==> config.mk <==
export PLATFORM = sky130hd
export DESIGN_NAME = rans64_ram
export DESIGN_NICKNAME = d
export VERILOG_FILES = /design/src/sv/rans64_ram.sv
export SDC_FILE = /design/constraint.sdc
export NUM_CORES = 1
export LEC_CHECK = 0
export BUFFER_PORTS_ARGS = -buffer_cell sky130_fd_sc_hd__clkbuf_2
export CAP_MARGIN = 10
export CORE_MARGIN = 10
export CORE_UTILIZATION = 45
export DETAILED_ROUTE_END_ITERATION = 16
export PLACE_DENSITY = 0.75
export SLEW_MARGIN = 40
export SYNTH_ARGS = -nofsm -noshare
export SYNTH_HDL_FRONTEND = slang
export SYNTH_SLANG_ARGS = --single-unit
==> constraint.sdc <==
create_clock -name clk -period 0.95 [get_ports clk]
set_clock_uncertainty 0.15 [all_clocks]
set_input_delay 0.095 -clock clk [delete_from_list [all_inputs] [get_ports clk]]
set_output_delay 0.095 -clock clk [all_outputs]
set_load 0.05 [all_outputs]
==> src/sv/rans64_ram.sv <==
module rans64_ram #(
  parameter int WIDTH = 8,
  parameter int DEPTH = 2
) (
  input  logic                     clk,
  input  logic                     en,
  input  logic                     we,
  input  logic [$clog2(DEPTH)-1:0] addr,
  input  logic [WIDTH-1:0]         wdata,
  output logic [WIDTH-1:0]         rdata
);

  logic [WIDTH-1:0] mem [DEPTH];
  logic [WIDTH-1:0] rdata_r;

  always_ff @(posedge clk) begin
    if (en) begin
      if (we) begin
        mem[addr] <= wdata;
      end else begin
        rdata_r <= mem[addr];
      end
    end
  end

  assign rdata = rdata_r;

endmodule

==> results of run 1 <==
## final cells by class
cell class | count | area, um2 | area share, %
Sequential cell | 24 | 721 | 60.3
Timing Repair Buffer | 29 | 275 | 23.0
Multi-Input combinational cell | 11 | 146 | 12.2
Tap cell | 25 | 31.3 | 2.62
Clock buffer | 3 | 22.5 | 1.88
## timing repair
item	4_1_cts	5_1_grt
hold buffers	8	0
resized for setup	16	2
endpoints found under the hold margin	16	0
endpoints found under the setup margin	16	16
## through the flow
stage                     hold WS (ps)  TNS, ps  power (mW)  cells
after floorplan                   43.9     -720        1.36     36
after global placement             135    -1880        1.41     81
after detailed placement           139    -2100        1.42     81
after CTS                          102    -2210        1.87     92
after global routing               106    -2620        1.92     92
final                              108    -2150        1.85     92
## routing by layer
| layer | wire length [um] | GRT usage (%) | vias to the layer above |
|---|---|---|---|
| met5 | 0 | 0 | - |
| met4 | 24 | 4.01 | 0 |
| met3 | 91 | 2.61 | 2 |
| met2 | 754 | 12.6 | 15 |
| met1 | 523 | 5.96 | 205 |
| li1 | - | - | 208 |
## synth_stat cells
library cell | n | area (um2)
and3b_2 | 1 | 10.0
edfxtp_1 | 24 | 721
mux2_4 | 8 | 120
buf_6 | 1 | 11.3
and3_2 | 1 | 7.51
nor2b_1 | 1 | 6.26
## cell families (layout without fill, tap and decap cells)
family                 after synthesis  in the layout
flip-flops                          24             24
multiplexers                         8              8
AND/OR/NAND/NOR                      3              3
buffers and inverters                1             32
## registers in the layout, summed over array words and instances (netlist names)
| register | flops |
|---|---|
| mem | 16 |
| rdata | 8 |
## worst max path at each step
stage | to | slack, ps | cells past startpoint
after floorplan | rdata[0] | -50 | 1
after detailed placement | rdata[3] | -120 | 3
after global placement | rdata[0] | -100 | 3
final | rdata[4] | -200 | 1
after global routing | rdata[4] | -250 | 1
after CTS | rdata[5] | -200 | 1
## power by group
group	internal, mW	switching (mW)	total, mW
Clock	0.148	0.269	0.417
Sequential	1.22	0.0140	1.23
Combinational	0.113	0.0919	0.205
==> impl_metrics.py, run 1 <==
metrics = {
    "placement": {
        "numPortBuffers": 19,
        "dpl_cell_area_um2": 1020,
        "dpl_worst_slack_ps": -118,
        "gp_congestion": 0.647,
    },
    "timing": {
        "tightest_slew_ps": 208,
        "fin_ws_ps": -196,
        "finalCritPeriodShare_pct": 121,
        "setup_violations": 16,
        "period_minus_slack_ps": 1150,
        "rsz0062_at_grt": "yes",
        "fmax_ghz": 0.873,
        "drv_slew": 0,
        "hold_viol": 0,
        "maxSlewHeadroom_pct": 86.1,
    },
    "synth": {
        "synth_fp_nets": 48,
        "synth_top_family_by_area": "multiplexers",
        "yosys.area_share.simple_pct": 2.71,
        "synth_seq_cells": 24,
        "netlist_instances": 36,
        "synthMuxAreaShare_pct": 13.7,
        "yosysWarnings": 0,
        "yosysUniqueCellTypes": 6,
        "netlist_area_um2": 876,
        "synth_xor_area_share_pct": 0,
        "avgSynthCellArea_um2": 24.3,
        "synth_compound_area_share_pct": 0,
        "ys_seq_area_share_pct": 82.3,
        "synth_adder_area_share_pct": 0,
    },
    "min_path": {
        "hold_end": "rdata[7]",
        "hold_class": "primary input to flop",
        "min_from": "we",
        "hold_depth": 3,
    },
    "critical_path": {
        "cp_max_fo": 1,
        "crit_family": "flip-flops",
        "crit_buf_inv": 1,
        "cp.required_ps": 700,
        "path_class": "flop to output pin",
        "startpoint": "rdata[4]",
        "slowest_stage": "edfxtp_1",
        "cp-end-kind": "output pin",
        "arrival_ps": 900,
        "cp-start-kind": "flop",
        "r2r_setup_slack_ps": -110,
        "max_stage_delay_ps": 430,
        "r2r_start": "mem[0][0]",
        "crit_chain": "buf_8",
        "reg2regPathDepth": 1,
        "timing.rr.end": "rdata[0]",
    },
    "grt": {
        "grt_pass1_vias": 459,
        "grt_pass1_wl_mm": 2.16,
        "grt_max_degree": 13,
        "track_usage_pct": 6.74,
        "grt_overflow": 0,
        "antenna_found_initial": 0,
    },
    "floorplan": {
        "initial_core_util_pct": 49.1,
        "rows": 15,
        "io_pins": 20,
        "die-area_um2": 4110,
        "die_h_um": 64.1,
        "die_x_um": 64.1,
        "coreArea_um2": 1780,
    },
    "routing": {
        "wl_per_cell_um": 15.1,
        "ant_nets": 0,
        "via_per_inst": 4.67,
        "first_pass_iters": 4,
        "drt_iter0_drc": 2,
        "drt_wl_total_mm": 1.39,
        "vias": 430,
        "drc": 0,
    },
    "cells_and_area": {
        "final_nets": 81,
        "utilization_pct": 67.1,
        "final_common_cell": "edfxtp_1",
        "final_cell_mix": "edfxtp_1 (24), clkbuf_2 (11), mux2_4 (8), dlygate4sd3_1 (8), clkbuf_8 (6)",
        "fill_cells": 124,
        "syn_to_final_growth_pct": 36.6,
        "drive_gt1_share_pct": 52.2,
        "antennaDiodeCount": 0,
        "fin_area_um2": 1200,
    },
    "cts": {
        "clock_tree.buffer_depth": 2,
        "postCtsSetupRepairBufs": 0,
        "clock-root-buffer": "clkbuf_4",
        "clkSinkCount": 24,
        "cts_buffers": 3,
        "htree_levels": 1,
        "clkTransAtPathRegs_ps": 110,
        "worstSkewPairLatency_ps": 300,
        "cts_tree": "yes",
    },
    "status": {
        "status": "finished with violations",
        "violations": "negative setup slack",
    },
    "power": {
        "peakVddDrop_v": 0.00135,
        "p_leak_nw": 0.468,
        "cellPowerDensity_nw_per_um2": 1550,
    },
    "flow_run": {
        "cap_violations": 0,
    },
}
No activity file was read; power rests on OpenSTA's default activity.
==> run 2: changes to the inputs <==
--- a/config.mk
+++ b/config.mk
@@ -5,12 +5,14 @@
 export SDC_FILE = /design/constraint.sdc
 export NUM_CORES = 1
 export LEC_CHECK = 0
+export ABC_CLOCK_PERIOD_IN_PS = 950
 export BUFFER_PORTS_ARGS = -buffer_cell sky130_fd_sc_hd__clkbuf_2
 export CAP_MARGIN = 10
 export CORE_MARGIN = 10
-export CORE_UTILIZATION = 45
+export CORE_UTILIZATION = 48
+export CTS_BUF_LIST = sky130_fd_sc_hd__clkbuf_4 sky130_fd_sc_hd__clkbuf_8
 export DETAILED_ROUTE_END_ITERATION = 16
-export PLACE_DENSITY = 0.75
+export PLACE_DENSITY = 0.79
 export SLEW_MARGIN = 40
 export SYNTH_ARGS = -nofsm -noshare
 export SYNTH_HDL_FRONTEND = slang
==> run 2 against run 1 <==
  * The run still ends with negative setup slack left
  * Critical path depth unchanged
  * Die area decreased by 4.3%
  * Clock power decreased by 2%
  * Power decreased by 0.68%
  * Register-to-register slack about the same
  * Sequential share of layout area unchanged
  * Critical endpoint is now rdata[2]
==> impl_metrics.py, run 2 (synthesis gave the netlist of run 1 again) <==
metrics = {
    "status": {
        "status": "finished with violations",
        "violations": "negative setup slack",
    },
    "grt": {
        "use_met3_pct": 3.41,
        "grt_pass1_wl_mm": 2.12,
        "grtUsageMet1_pct": 7.14,
        "grt_pass1_vias": 457,
        "grt_max_degree": 13,
        "antenna_found_initial": 0,
        "grt_overflow": 0,
        "grt_use_met2_pct": 10.4,
        "track_usage_pct": 6.61,
        "grt.busiest_layer": "met2",
    },
    "cts": {
        "clkTransAtPathRegs_ps": 110,
        "postCtsSetupRepairBufs": 0,
        "cts_buffers": 3,
        "cts_tree": "yes",
        "clkSinkCount": 24,
        "clock-root-buffer": "clkbuf_4",
        "clock_tree.buffer_depth": 2,
        "worstSkewPairLatency_ps": 300,
        "htree_levels": 1,
    },
    "critical_path": {
        "crit_chain": "buf_8",
        "cp-end-kind": "output pin",
        "max_stage_delay_ps": 420,
        "slowest_stage": "edfxtp_1",
        "r2r_setup_slack_ps": -100,
        "arrival_ps": 890,
        "path_class": "flop to output pin",
        "crit_buf_inv": 1,
        "cp_max_fo": 1,
        "cp.required_ps": 700,
        "cp-start-kind": "flop",
        "crit_family": "flip-flops",
    },
    "timing": {
        "hold_viol": 0,
        "drv_slew": 0,
        "tightest_slew_ps": 205,
        "period_minus_slack_ps": 1140,
        "finalCritPeriodShare_pct": 120,
        "rsz0062_at_grt": "yes",
        "setup_violations": 16,
        "fmax_ghz": 0.880,
        "holdWs_ps": 108,
        "maxSlewHeadroom_pct": 86.3,
        "fin_ws_ps": -186,
    },
    "cells_and_area": {
        "drive_gt1_share_pct": 52.2,
        "final_nets": 81,
        "fin_area_um2": 1200,
        "final_cell_mix": "edfxtp_1 (24), clkbuf_2 (11), mux2_4 (8), dlygate4sd3_1 (8), clkbuf_8 (6)",
        "largest_reg_flops": 16,
        "fill_cells": 114,
        "final_common_cell": "edfxtp_1",
        "antennaDiodeCount": 0,
        "top_register": "mem",
        "syn_to_final_growth_pct": 36.6,
    },
    "power": {
        "peakVddDrop_v": 0.00105,
        "p_switching_mw": 0.363,
        "p_leak_nw": 0.468,
        "clkPwrFrac_pct": 22.1,
        "swShare_pct": 19.7,
        "power_frac_seq_pct": 66.8,
        "total_power_mw": 1.84,
        "p_int_mw": 1.48,
        "power_frac_comb_pct": 11.1,
        "cellPowerDensity_nw_per_um2": 1540,
    },
    "routing": {
        "wl_per_cell_um": 13.8,
        "drt_wl_total_mm": 1.27,
        "drc": 0,
        "ant_nets": 0,
        "via_per_inst": 4.43,
        "first_pass_iters": 4,
        "vias": 408,
        "drt_iter0_drc": 13,
    },
    "floorplan": {
        "die_h_um": 62.7,
        "io_pins": 20,
        "die_x_um": 62.7,
        "die-area_um2": 3930,
        "coreArea_um2": 1730,
        "initial_core_util_pct": 50.7,
        "rows": 15,
    },
    "placement": {
        "dpl_cell_area_um2": 1020,
        "numPortBuffers": 19,
        "dpl_worst_slack_ps": -121,
        "gp_congestion": 0.662,
    },
    "flow_run": {
        "cap_violations": 0,
    },
    "min_path": {
        "hold_class": "primary input to flop",
    },
}
-- run 2: cell counts in the layout (fill, tap and decap cells not counted) --
No cell type changed its count.
-- run 2: stage by stage --
| stage | TNS, ps | cells | utilization (%) |
|---|---|---|---|
| 2_1_floorplan | -720 | 36 | - |
| 3_3_place_gp | -1850 | 81 | 59.1 |
| 3_5_place_dp | -2090 | 81 | 59.1 |
| 4_1_cts | -2170 | 92 | 69.1 |
| 5_1_grt | -2630 | 92 | 69.3 |
| 6_report | -2070 | 92 | 69.3 |
-- run 2: per-layer routing --
metal	vias to the layer above	wire length, um
li1	205	-
met1	189	544
met2	14	632
met3	0	89
met4	0	0
met5	-	0
-- run 2: power groups by stage --
stage | combinational [mW] | sequential, mW | clock [mW]
after global routing | 0.216 | 1.24 | 0.455
final | 0.204 | 1.23 | 0.407
after detailed placement | 0.164 | 1.25 | 0
after floorplan | 0.0728 | 1.29 | 0
after CTS | 0.205 | 1.23 | 0.423
after global placement | 0.158 | 1.25 | 0
-- run 2: worst paths after layout --
kind,start,depth (start not counted),endpoint
setup / recovery,rdata[2],1,rdata[2]
hold / removal,we,3,rdata[5]
setup reg to reg,mem[0][4],1,rdata[4]
hold reg to reg,mem[1][5],1,rdata[5]
-- run 2: repair_timing --
| item | in CTS | in global routing |
|---|---|---|
| resized for setup | 16 | 2 |
| hold buffers | 8 | 0 |
| gates cloned | 0 | 0 |
| setup endpoints to repair | 16 | 16 |
| hold endpoints to repair | 16 | 0 |
-- run 2: cell type report --
| type | count | area, um2 | share of cell area [%] |
|---|---|---|---|
| repair buffers | 29 | 275 | 23.0 |
| flip-flops and latches | 24 | 721 | 60.3 |
| clock buffers | 3 | 22.5 | 1.88 |
| multi-input cells | 11 | 146 | 12.2 |
| well taps | 25 | 31.3 | 2.62 |
